===== src/rtl/core/escpwm_pkg.sv =====
`timescale 1ns / 1ps

package escpwm_pkg;

    // Capture and duration widths
    localparam int CAPTURE_BITS  = 16;
    localparam int TICK_NS_BITS  = 10;
    localparam int NS_BITS       = CAPTURE_BITS + TICK_NS_BITS;
    localparam int PROTO_BITS    = 3;
    localparam int THR_BITS      = 12;
    localparam int CFG_IDX_BITS  = 3;
    localparam int CFG_DATA_BITS = 32;

    localparam logic [THR_BITS-1:0] THR_FULL = 12'h800;

    // Protocol codes, shared by the active_protocol register and the result
    typedef enum logic [PROTO_BITS-1:0] {
        PROTO_NONE         = 3'd0,
        PROTO_CONVENTIONAL = 3'd1,
        PROTO_ONESHOT125   = 3'd2,
        PROTO_ONESHOT42    = 3'd3,
        PROTO_MULTISHOT    = 3'd4,
        PROTO_UNKNOWN      = 3'd5
    } t_protocol;

    // Register indexes on the configuration port
    localparam logic [CFG_IDX_BITS-1:0] CFG_ACTIVE_PROTOCOL       = 3'd0;
    localparam logic [CFG_IDX_BITS-1:0] CFG_TICK_PERIOD_NS        = 3'd1;
    localparam logic [CFG_IDX_BITS-1:0] CFG_DIGITAL_PERIOD_MAX    = 3'd2;
    localparam logic [CFG_IDX_BITS-1:0] CFG_MULTISHOT_DUTY_MAX    = 3'd3;
    localparam logic [CFG_IDX_BITS-1:0] CFG_ONESHOT42_DUTY_MAX    = 3'd4;
    localparam logic [CFG_IDX_BITS-1:0] CFG_ONESHOT125_DUTY_MAX   = 3'd5;
    localparam logic [CFG_IDX_BITS-1:0] CFG_CONVENTIONAL_DUTY_MAX = 3'd6;

    // Fixed throttle windows, duty in ns
    localparam logic [NS_BITS-1:0] CONV_LO  = 26'd1000000;
    localparam logic [NS_BITS-1:0] CONV_HI  = 26'd2000000;
    localparam logic [NS_BITS-1:0] OS125_LO = 26'd125000;
    localparam logic [NS_BITS-1:0] OS125_HI = 26'd250000;
    localparam logic [NS_BITS-1:0] OS42_LO  = 26'd42000;
    localparam logic [NS_BITS-1:0] OS42_HI  = 26'd84000;
    localparam logic [NS_BITS-1:0] MS_LO    = 26'd5000;
    localparam logic [NS_BITS-1:0] MS_HI    = 26'd25000;

    // 2048 * x / width reduced to (x << shift) / divisor per window
    localparam int X_BITS      = 20;
    localparam int NUM_BITS    = 25;
    localparam int SHIFT_CONV  = 5;
    localparam int SHIFT_OS125 = 8;
    localparam int SHIFT_OS42  = 7;
    localparam int SHIFT_MS    = 6;

    localparam int RECIP_SHIFT = 40;
    localparam int RECIP_BITS  = 31;
    localparam int PROD_BITS   = NUM_BITS + RECIP_BITS;

    localparam logic [63:0] RECIP_ONE = 64'd1 << RECIP_SHIFT;
    localparam logic [63:0] DIV_CONV  = 64'd15625;
    localparam logic [63:0] DIV_OS125 = 64'd15625;
    localparam logic [63:0] DIV_OS42  = 64'd2625;
    localparam logic [63:0] DIV_MS    = 64'd625;

    // Rounded-up reciprocals; exact for every numerator below 2^NUM_BITS
    localparam logic [RECIP_BITS-1:0] RECIP_CONV  =
        RECIP_BITS'((RECIP_ONE + DIV_CONV - 64'd1) / DIV_CONV);
    localparam logic [RECIP_BITS-1:0] RECIP_OS125 =
        RECIP_BITS'((RECIP_ONE + DIV_OS125 - 64'd1) / DIV_OS125);
    localparam logic [RECIP_BITS-1:0] RECIP_OS42  =
        RECIP_BITS'((RECIP_ONE + DIV_OS42 - 64'd1) / DIV_OS42);
    localparam logic [RECIP_BITS-1:0] RECIP_MS    =
        RECIP_BITS'((RECIP_ONE + DIV_MS - 64'd1) / DIV_MS);

    typedef enum logic [1:0] {
        WIN_CONV,
        WIN_OS125,
        WIN_OS42,
        WIN_MS
    } t_window;

    typedef enum logic [1:0] {
        THR_ZERO,
        THR_SAT,
        THR_SCALE
    } t_thr_mode;

    typedef struct packed {
        logic [CAPTURE_BITS-1:0] period_ticks;
        logic [CAPTURE_BITS-1:0] duty_ticks;
        logic                    timed_out;
    } t_in_item;

    typedef struct packed {
        logic [PROTO_BITS-1:0] detected_protocol;
        logic [THR_BITS-1:0]   throttle;
        logic                  signal_valid;
    } t_result;

    typedef struct packed {
        logic [PROTO_BITS-1:0]    active_protocol;
        logic [TICK_NS_BITS-1:0]  tick_period_ns;
        logic [CFG_DATA_BITS-1:0] digital_limit_ns;
        logic [CFG_DATA_BITS-1:0] ms_limit_ns;
        logic [CFG_DATA_BITS-1:0] os42_limit_ns;
        logic [CFG_DATA_BITS-1:0] os125_limit_ns;
        logic [CFG_DATA_BITS-1:0] conv_limit_ns;
    } t_cfg;

    // Classified pulse on its way to the scaler
    typedef struct packed {
        logic [PROTO_BITS-1:0] detected_protocol;
        logic                  signal_valid;
        t_thr_mode             thr_mode;
        t_window               window;
        logic [NUM_BITS-1:0]   numer;
    } t_mid;

endpackage


===== src/rtl/core/escpwm_classify.sv =====
`timescale 1ns / 1ps

module escpwm_classify (
    input  escpwm_pkg::t_in_item i_item,
    input  escpwm_pkg::t_cfg     i_cfg,
    output escpwm_pkg::t_mid     o_mid
);
    import escpwm_pkg::*;

    logic [NS_BITS-1:0]       period_ns;
    logic [NS_BITS-1:0]       duty_ns;
    logic [CFG_DATA_BITS-1:0] period_ext;
    logic [CFG_DATA_BITS-1:0] duty_ext;
    logic [PROTO_BITS-1:0]    proto;
    logic [NS_BITS-1:0]       win_lo;
    logic [NS_BITS-1:0]       win_hi;
    logic                     win_active;
    t_window                  window;
    t_thr_mode                thr_mode;
    logic [X_BITS-1:0]        offset;
    logic [NUM_BITS-1:0]      offset_ext;
    logic [NUM_BITS-1:0]      numer;

    assign period_ns  = NS_BITS'(i_item.period_ticks) * NS_BITS'(i_cfg.tick_period_ns);
    assign duty_ns    = NS_BITS'(i_item.duty_ticks) * NS_BITS'(i_cfg.tick_period_ns);
    assign period_ext = CFG_DATA_BITS'(period_ns);
    assign duty_ext   = CFG_DATA_BITS'(duty_ns);

    always_comb begin
        if (period_ns == '0) begin
            proto = PROTO_NONE;
        end else if (period_ext < i_cfg.digital_limit_ns) begin
            proto = PROTO_UNKNOWN;
        end else if (duty_ns == '0) begin
            proto = PROTO_NONE;
        end else if (duty_ext < i_cfg.ms_limit_ns) begin
            proto = PROTO_MULTISHOT;
        end else if (duty_ext < i_cfg.os42_limit_ns) begin
            proto = PROTO_ONESHOT42;
        end else if (duty_ext < i_cfg.os125_limit_ns) begin
            proto = PROTO_ONESHOT125;
        end else if (duty_ext < i_cfg.conv_limit_ns) begin
            proto = PROTO_CONVENTIONAL;
        end else begin
            proto = PROTO_UNKNOWN;
        end
    end

    always_comb begin
        win_lo     = CONV_LO;
        win_hi     = CONV_HI;
        window     = WIN_CONV;
        win_active = 1'b1;
        case (i_cfg.active_protocol)
            PROTO_CONVENTIONAL: begin
                win_lo = CONV_LO;
                win_hi = CONV_HI;
                window = WIN_CONV;
            end
            PROTO_ONESHOT125: begin
                win_lo = OS125_LO;
                win_hi = OS125_HI;
                window = WIN_OS125;
            end
            PROTO_ONESHOT42: begin
                win_lo = OS42_LO;
                win_hi = OS42_HI;
                window = WIN_OS42;
            end
            PROTO_MULTISHOT: begin
                win_lo = MS_LO;
                win_hi = MS_HI;
                window = WIN_MS;
            end
            default: begin
                win_active = 1'b0;
            end
        endcase
    end

    always_comb begin
        if (!win_active || duty_ns < win_lo) begin
            thr_mode = THR_ZERO;
        end else if (duty_ns > win_hi) begin
            thr_mode = THR_SAT;
        end else begin
            thr_mode = THR_SCALE;
        end
    end

    // Offset into the window fits X_BITS whenever the scaler uses it
    assign offset     = X_BITS'(duty_ns - win_lo);
    assign offset_ext = NUM_BITS'(offset);

    always_comb begin
        case (window)
            WIN_CONV:  numer = offset_ext << SHIFT_CONV;
            WIN_OS125: numer = offset_ext << SHIFT_OS125;
            WIN_OS42:  numer = offset_ext << SHIFT_OS42;
            WIN_MS:    numer = offset_ext << SHIFT_MS;
            default:   numer = offset_ext;
        endcase
    end

    assign o_mid.detected_protocol = proto;
    assign o_mid.signal_valid      = ~i_item.timed_out;
    assign o_mid.thr_mode          = thr_mode;
    assign o_mid.window            = window;
    assign o_mid.numer             = numer;

endmodule


===== src/rtl/core/escpwm_scale.sv =====
`timescale 1ns / 1ps

module escpwm_scale (
    input  escpwm_pkg::t_mid                   i_mid,
    output logic [escpwm_pkg::THR_BITS-1:0]    o_throttle
);
    import escpwm_pkg::*;

    logic [RECIP_BITS-1:0] recip;
    logic [PROD_BITS-1:0]  product;
    logic [THR_BITS-1:0]   quotient;

    always_comb begin
        case (i_mid.window)
            WIN_CONV:  recip = RECIP_CONV;
            WIN_OS125: recip = RECIP_OS125;
            WIN_OS42:  recip = RECIP_OS42;
            WIN_MS:    recip = RECIP_MS;
            default:   recip = RECIP_CONV;
        endcase
    end

    // Divide by the window's constant through its reciprocal
    assign product  = PROD_BITS'(i_mid.numer) * PROD_BITS'(recip);
    assign quotient = product[RECIP_SHIFT +: THR_BITS];

    always_comb begin
        case (i_mid.thr_mode)
            THR_ZERO:  o_throttle = '0;
            THR_SAT:   o_throttle = THR_FULL;
            THR_SCALE: o_throttle = quotient;
            default:   o_throttle = '0;
        endcase
    end

endmodule


===== src/rtl/core/esc_pwm_protocol_classify_throttle.sv =====
`timescale 1ns / 1ps

// Servo-style pulse decoder for an ESC input.
// Input channel: one captured pulse per transaction (period and high time in
// capture ticks, plus a timeout flag), accepted when i_in_valid is high and
// o_in_stall is low. Output channel: one result per pulse (detected protocol,
// throttle 0..2048, signal_valid), taken when o_out_valid is high and
// i_out_stall is low.
// Configuration: write i_cfg_wdata to register i_cfg_index while i_cfg_we is
// high; only while no pulse is in flight. Indexes above six are ignored.
// A pulse passes the input register, the classify register and the result
// register in that order before its result is presented.
// Throughput: one pulse per cycle unless stalled; the tick multipliers sit
// in the classify stage and the reciprocal multiplier in the result stage.
// Reset (synchronous, active low) empties the pipeline and loads the
// register defaults; o_in_stall is held high during reset.
// A stalled result holds; the stages behind it keep filling, and o_in_stall
// rises only once all three stages are full.
module esc_pwm_protocol_classify_throttle (
    input  logic                                 i_clk,
    input  logic                                 i_rst_n,
    input  logic                                 i_in_valid,
    output logic                                 o_in_stall,
    input  escpwm_pkg::t_in_item                 i_in_item,
    output logic                                 o_out_valid,
    input  logic                                 i_out_stall,
    output escpwm_pkg::t_result                  o_out_result,
    input  logic                                 i_cfg_we,
    input  logic [escpwm_pkg::CFG_IDX_BITS-1:0]  i_cfg_index,
    input  logic [escpwm_pkg::CFG_DATA_BITS-1:0] i_cfg_wdata
);
    import escpwm_pkg::*;

    t_cfg                r_cfg;
    logic                r_in_valid;
    t_in_item            r_in_item;
    logic                r_mid_valid;
    t_mid                r_mid;
    logic                r_out_valid;
    t_result             r_out;

    t_mid                n_mid;
    t_result             n_out;
    logic [THR_BITS-1:0] throttle;
    logic                out_ready;
    logic                mid_ready;
    logic                in_ready;

    assign out_ready = !r_out_valid || !i_out_stall;
    assign mid_ready = !r_mid_valid || out_ready;
    assign in_ready  = !r_in_valid || mid_ready;

    assign o_in_stall   = !in_ready || !i_rst_n;
    assign o_out_valid  = r_out_valid;
    assign o_out_result = r_out;

    always_ff @(posedge i_clk) begin
        if (!i_rst_n) begin
            r_cfg.active_protocol  <= PROTO_NONE;
            r_cfg.tick_period_ns   <= 10'd500;
            r_cfg.digital_limit_ns <= 32'd31250;
            r_cfg.ms_limit_ns      <= 32'd30000;
            r_cfg.os42_limit_ns    <= 32'd100000;
            r_cfg.os125_limit_ns   <= 32'd300000;
            r_cfg.conv_limit_ns    <= 32'd2500000;
        end else if (i_cfg_we) begin
            case (i_cfg_index)
                CFG_ACTIVE_PROTOCOL:
                    r_cfg.active_protocol <= i_cfg_wdata[PROTO_BITS-1:0];
                CFG_TICK_PERIOD_NS:
                    r_cfg.tick_period_ns <= i_cfg_wdata[TICK_NS_BITS-1:0];
                CFG_DIGITAL_PERIOD_MAX:
                    r_cfg.digital_limit_ns <= i_cfg_wdata;
                CFG_MULTISHOT_DUTY_MAX:
                    r_cfg.ms_limit_ns <= i_cfg_wdata;
                CFG_ONESHOT42_DUTY_MAX:
                    r_cfg.os42_limit_ns <= i_cfg_wdata;
                CFG_ONESHOT125_DUTY_MAX:
                    r_cfg.os125_limit_ns <= i_cfg_wdata;
                CFG_CONVENTIONAL_DUTY_MAX:
                    r_cfg.conv_limit_ns <= i_cfg_wdata;
                default: begin
                end
            endcase
        end
    end

    // Pipeline valids: advance a stage when the one ahead is free or moving
    always_ff @(posedge i_clk) begin
        if (!i_rst_n) begin
            r_in_valid  <= 1'b0;
            r_mid_valid <= 1'b0;
            r_out_valid <= 1'b0;
        end else begin
            if (in_ready) begin
                r_in_valid <= i_in_valid;
            end
            if (mid_ready) begin
                r_mid_valid <= r_in_valid;
            end
            if (out_ready) begin
                r_out_valid <= r_mid_valid;
            end
        end
    end

    always_ff @(posedge i_clk) begin
        if (in_ready && i_in_valid) begin
            r_in_item <= i_in_item;
        end
        if (mid_ready && r_in_valid) begin
            r_mid <= n_mid;
        end
        if (out_ready && r_mid_valid) begin
            r_out <= n_out;
        end
    end

    escpwm_classify u_classify (
        .i_item (r_in_item),
        .i_cfg  (r_cfg),
        .o_mid  (n_mid)
    );

    escpwm_scale u_scale (
        .i_mid      (r_mid),
        .o_throttle (throttle)
    );

    assign n_out.detected_protocol = r_mid.detected_protocol;
    assign n_out.throttle          = throttle;
    assign n_out.signal_valid      = r_mid.signal_valid;

    // Throttle never leaves the 0..2048 range
    assert property (@(posedge i_clk) disable iff (!i_rst_n)
        o_out_valid |-> (o_out_result.throttle <= THR_FULL))
        else $error("throttle above full scale");

    // No throttle when the active protocol has no window
    assert property (@(posedge i_clk) disable iff (!i_rst_n)
        (o_out_valid && r_cfg.active_protocol != PROTO_CONVENTIONAL
         && r_cfg.active_protocol != PROTO_ONESHOT125
         && r_cfg.active_protocol != PROTO_ONESHOT42
         && r_cfg.active_protocol != PROTO_MULTISHOT)
        |-> (o_out_result.throttle == '0))
        else $error("throttle without an active window");

    // Input stalls only when every stage is full and the output is held
    assert property (@(posedge i_clk) disable iff (!i_rst_n)
        o_in_stall |-> (r_in_valid && r_mid_valid && r_out_valid && i_out_stall))
        else $error("input stalled with room in the pipeline");

    // A pulse in the classify stage reaches the result register next cycle when out_ready is high
    assert property (@(posedge i_clk) disable iff (!i_rst_n)
        (r_mid_valid && out_ready) |=> o_out_valid)
        else $error("classified pulse lost");

endmodule

===== config.mk =====
export PLATFORM = sky130hd
export DESIGN_NAME = esc_pwm_protocol_classify_throttle
export DESIGN_NICKNAME = d
export VERILOG_FILES = /design/src/rtl/core/escpwm_pkg.sv /design/src/rtl/core/escpwm_classify.sv /design/src/rtl/core/escpwm_scale.sv /design/src/rtl/core/esc_pwm_protocol_classify_throttle.sv
export SDC_FILE = /design/constraint.sdc
export NUM_CORES = 2
export LEC_CHECK = 0
export BUFFER_PORTS_ARGS = -buffer_cell sky130_fd_sc_hd__clkbuf_2
export CORE_ASPECT_RATIO = 0.6
export CORE_MARGIN = 3
export CORE_UTILIZATION = 40
export CTS_CLUSTER_DIAMETER = 200
export DETAILED_ROUTE_END_ITERATION = 8
export SLEW_MARGIN = 10
export SYNTH_ARGS = -nofsm -noshare
export SYNTH_HDL_FRONTEND = slang
export SYNTH_SLANG_ARGS = --single-unit

===== constraint.sdc =====
create_clock -name i_clk -period 7.7 [get_ports i_clk]
set_clock_uncertainty 0.1 [all_clocks]
set_input_delay 0 -clock i_clk [delete_from_list [all_inputs] [get_ports i_clk]]
set_output_delay 0 -clock i_clk [all_outputs]
set_load 0.02 [all_outputs]

-- Word level (Yosys, flattened, before mapping)
Cells that the tools add are included.
- input port bits: 73
- register bits: 258
- multiply operators: 3
- eq/ne operators: 18
- reductions and logical operators: 30
- multiplexer cells: 14
- bitwise operators: 1
- order comparisons: 7
- add/sub/neg operators: 1
- operators with widths (operator ; count):
    26-bit by 32-bit less-than comparator with 1-bit output ; 5
    25-bit one-hot mux with 4 select lines ; 1
    31-bit one-hot mux with 3 select lines ; 1
    21-bit one-hot mux with 3 select lines ; 1
    20-bit one-hot mux with 3 select lines ; 1
    26-bit logical NOT ; 2
    16-bit by 10-bit multiplier with 26-bit output ; 2
    25-bit by 31-bit multiplier with 52-bit output ; 1
    26-bit by 21-bit greater-than comparator with 1-bit output ; 1
    26-bit by 20-bit less-than comparator with 1-bit output ; 1
    12-bit one-hot mux with 2 select lines ; 1
    20-bit subtractor ; 1
    3-bit two-way mux ; 6
    2-bit AND reduction ; 7
    3-bit by 2-bit == test with 1-bit output, second input constant ; 4
    3-bit == test, second input constant ; 4
    2-bit == test, second input constant ; 5
    4-bit OR reduction ; 2
    1-bit logical NOT ; 7
    2-bit by 1-bit == test with 1-bit output, second input constant ; 3
    3-bit by 1-bit == test with 1-bit output, second input constant ; 2
    2-bit one-hot mux with 3 select lines ; 1
    1-bit logical OR ; 5
    2-bit logical NOT ; 2
    other kinds (6) ; 8

-- Longest topological paths before layout
- depth after elaboration: 8
- depth in mapped cells: 31
- mapped depth without buffers: 29

-- By module
Synthesis repeated with hierarchy kept, for this count alone.
- cell total of the unflattened synthesis: 4659
- area total of the unflattened synthesis: 43664.4 um^2
- modules (own cells, without submodules) (module ; times used ; cells each ; area an instance (um^2) ; seq. area each (um^2)):
    escpwm_scale ; 1 ; 1975 ; 19032.0 ; 0.0
    escpwm_classify ; 1 ; 1959 ; 15432.3 ; 0.0
    esc_pwm_protocol_classify_throttle ; 1 ; 725 ; 9200.1 ; 5985.7

-- Worst setup path before layout
Ideal clock, no wire load.
- path kind: register to register
- start point: reg r_cfg[163] (netlist name)
- end point: reg r_mid (netlist bit n_out[14]), data pin
- stages on the path, launching flop included: 29
- path slack: 170 ps
- required time: 7397 ps
- setup time: 203 ps
- arrival: 7228 ps
- cells stage by stage: dfxtp_1 > clkbuf_1 > nand2_1 > fa_1 > inv_1 > fa_1 > fa_1 > fa_1 > inv_1 > fa_1 > inv_1 > ha_1 > clkbuf_1 > a21oi_1 > nor2_1 > a2111o_1 > a21oi_1 > o21ai_0 > xor2_1 > ha_1 > a21o_1 > a21o_1 > a21o_1 > a211o_1 > a21oi_1 > o21ai_0 > a311oi_1 > nor3_1 > a2111oi_1
- longest elaborated chain between the ends: 4
- elaborated cells between the ends (all ways): 11
- those cells by class: 2 x mul; 4 x order compare; 2 x mux; 3 x reduce/logical
- RTL lines (item ; RTL line ; text):
    from (decl) ; esc_pwm_protocol_classify_throttle.sv:34 ; t_cfg r_cfg;
    16-bit by 10-bit multiplier with 26-bit output ; escpwm_classify.sv:25 ; assign duty_ns = NS_BITS'(i_item.duty_ticks) * NS_BITS'(i_cfg.tick_period_ns);
    26-bit by 32-bit less-than comparator with 1-bit output ; escpwm_classify.sv:40 ; end else if (duty_ext < i_cfg.os125_limit_ns) begin
    3-bit two-way mux ; escpwm_classify.sv:40 ;
    3-bit two-way mux ; escpwm_classify.sv:38 ; end else if (duty_ext < i_cfg.os42_limit_ns) begin
    to (signal assigned) ; esc_pwm_protocol_classify_throttle.sv:112 ; r_mid <= n_mid;
    to (decl) ; esc_pwm_protocol_classify_throttle.sv:38 ; t_mid r_mid;
Parallel ways exist; a longest one is shown, timed or not.
A chain may end at the register's enable or synchronous reset.

==> results.toml <==
[worst_hold_path]
min_to = "r_in_item[28]$_DFFE_PP_"
hold_path_class = "in2reg"
min-delay-start = "i_in_item[28]"
hold_path_depth = 2

[setup_path]
r2r_cells = 29
path_class = "reg2reg"
crit_arrival_ps = 7940
critPathRequiredTime_ps = 7920
reg2reg_from = "r_mid[26]$_DFFE_PP_"
reg2reg_to = "o_out_result[12]$_DFFE_PP_"
crit_slowest_cell = "fa_2"
critPathMaxStageDelay_ps = 590
cp_max_fo = 6
cp-end-kind = "register"
critPathLaunchType = "register"
rrSetupSlack_ps = -20
critPathMostFrequentCell = "fa_1"

[cells_and_area]
layout.nets = 6071
diodes = 0
post-route-cell-area_um2 = 47300
layout-drive-gt1-share = 0.146
fillers = 9270
syn2layout_area_growth_pct = 18.8
regArea_um2 = 5840
layout_common_cells = "968 x inv_1, 621 x fa_1, 516 x ha_1"
multi_input_area_um2 = 30500
final_common_cell = "inv_1"

[grt]
grt_max_degree = 101
antenna_found_initial = 5
use_met1 = 0.389
grt_pass1_wl_um = 196000
grt.met3_usage = 0.0582
gr-usage-met2 = 0.340
grt_pass1_vias = 32110
busiest_layer = "met1"
grt_usage = 0.245
grt_overflow_total = 0

[timing]
slew_viol_final = 0
fin_ws_ps = -17.8
fmax_mhz = 130
fin_crit_sh = 1.00
rsz0062_at_grt = "yes"
worst_pin_slew_ps = 1100
finalSetupViolCount = 1
fin_crit_ps = 7720
final-hold-violation-count = 0
relSlewSlack = 0.267

[drt]
viasPerCell = 5.10
wire_per_inst_um = 20.4
first_pass_iters = 6
drt-initial-drc-count = 2634
drc = 0
vias = 31429
drt-total-wl_um = 126000
ant_nets = 0

[die]
initial_core_util = 0.409
rows = 88
core-area_um2 = 97300
die_x_um = 413
die_area_um2 = 103000
ios = 91
die_height_um = 250

[logic_synthesis]
synth_top_area_frac = 0.321
ys_warn_count = 0
synth.cell_area_um2 = 39800
synthTopCellsByArea = "fa_1 32%, ha_1 17%, inv_1 9.4%"
yosysTopAreaCell = "fa_1"
synth_edf_count = 77
synth.avg_cell_area_um2 = 9.11
ys_ff_latch = 253
synth_cell_types = 71
async_reset_ff_frac = 0
syn_inst = 4369
yosysSeqAreaShare = 0.147
ys.flop_type = "dfxtp_1"

[clocking]
clk_pin_slew_ps = 70
cts_tree = "done"
clock_latency_ps = 610
htree_levels = 1
cts_buffer_depth = 3
cts_sinks = 253
cts_root_buf = "clkbuf_16"
cts_buffers = 31

[outcome]
status = "complete, but fails checks"
violations = "negative setup slack"

[placed_design]
globalplace.congestion = 1.01
dpl-instance-area_um2 = 44200
port_buffers = 90
hpwl_um = 105000

[run]
maxCapViolCount = 0
==> layout make-up <==
cell class,instances,share of cell area
timing repair buffer,555,0.0954
inverter,996,0.0794
clock inverter,14,0.00315
multi-input combinational,2993,0.645
tap,1305,0.0346
clock buffer,41,0.0190
sequential,253,0.124
==> stage by stage <==
step                       util  setup slack, ps  TNS (ps)  hold slack (ps)  std cells
after floorplan               -              170         0            -1.13       4375
after global placement    0.454             -251     -1020             77.0       5976
after detailed placement  0.454             -425     -2210             78.6       5976
after CTS                 0.476            -23.8     -46.5             1.06       6127
after global routing      0.486             -221      -940             22.5       6157
final                     0.486            -17.8     -17.8             30.0       6157
==> sequential cells by signal (all words and copies together) (netlist names) <==
| register | count |
|---|---|
| r_mid_valid | 1 |
| r_cfg | 173 |
| r_mid | 24 |
| n_out | 4 |
| r_in_item | 33 |
| o_out_valid | 1 |
| r_in_valid | 1 |
| o_out_result | 16 |
==> worst max-delay path, delay by kind of cell (launching register included) <==
| kind | cells | cell delay (ps) |
|---|---|---|
| AOI/OAI and AO/OA | 5 | 910 |
| xor gates and xnor gates | 1 | 260 |
| adders and majority gates | 8 | 3900 |
| buffers and inverters | 10 | 1020 |
| DFF | 1 | 440 |
| and+or+nand+nor | 5 | 770 |
==> worst max path at each step <==
| stage | end | depth (start not counted) | startpoint | slack, ps |
|---|---|---|---|---|
| floorplan | n_out[14]$_SDFFCE_PP0P_ | 28 | r_cfg[163]$_SDFFE_PN0P_ | 170 |
| CTS | o_out_result[12]$_DFFE_PP_ | 27 | r_mid[26]$_DFFE_PP_ | -20 |
| global route | o_out_result[12]$_DFFE_PP_ | 29 | r_mid[26]$_DFFE_PP_ | -220 |
| detailed placement | o_out_result[12]$_DFFE_PP_ | 28 | r_mid[26]$_DFFE_PP_ | -430 |
| global placement | o_out_result[12]$_DFFE_PP_ | 28 | r_mid[25]$_DFFE_PP_ | -250 |
| finish | o_out_result[12]$_DFFE_PP_ | 29 | r_mid[26]$_DFFE_PP_ | -20 |
==> cell families (layout without fill, tap and decap cells) <==
family	after synthesis	count (layout)	synth area share
AOI/OAI and AO/OA	598	598	0.103
xor gates and xnor gates	61	61	0.0134
adders and majority gates	1168	1168	0.488
buffers and inverters	1129	1606	0.107
DFF	253	253	0.147
muxes	18	18	0.00459
other	2	8	0.000189
and+or+nand+nor	1140	1140	0.138
==> metal layers <==
metal  part of all wire  vias up
li1                   -    14666
met1               0.50    15619
met2               0.40     1047
met3              0.090       95
met4              0.014        2
met5           0.000072        -
==> cells in the mapped netlist (all sizes together) (15+ instances only) <==
library cell / instances
and2: 255
o21a: 25
and3: 23
dfxtp: 176
a21boi: 139
inv: 996
nand2b: 35
fa: 638
xnor2: 40
o211ai: 49
a21o: 68
nor2b: 33
o21ai: 84
ha: 530
nand4: 22
nand3: 38
a21oi: 111
nand2: 528
edfxtp: 77
clkbuf: 130
xor2: 21
mux2i: 16
nor3: 27
a211oi: 15
nor2: 118
==> what timing repair did <==
action	CTS	global route
setup buffers	7	27
endpoints found under the setup margin	12	19
gates resized for setup	50	157
pin swaps	19	94
endpoints found under the hold margin	225	0
hold buffers	88	0
cloned	1	4
Power is left out: the tool's default activity adds up to more than one toggle a clock period on the data nets, which glitch-free logic cannot reach.
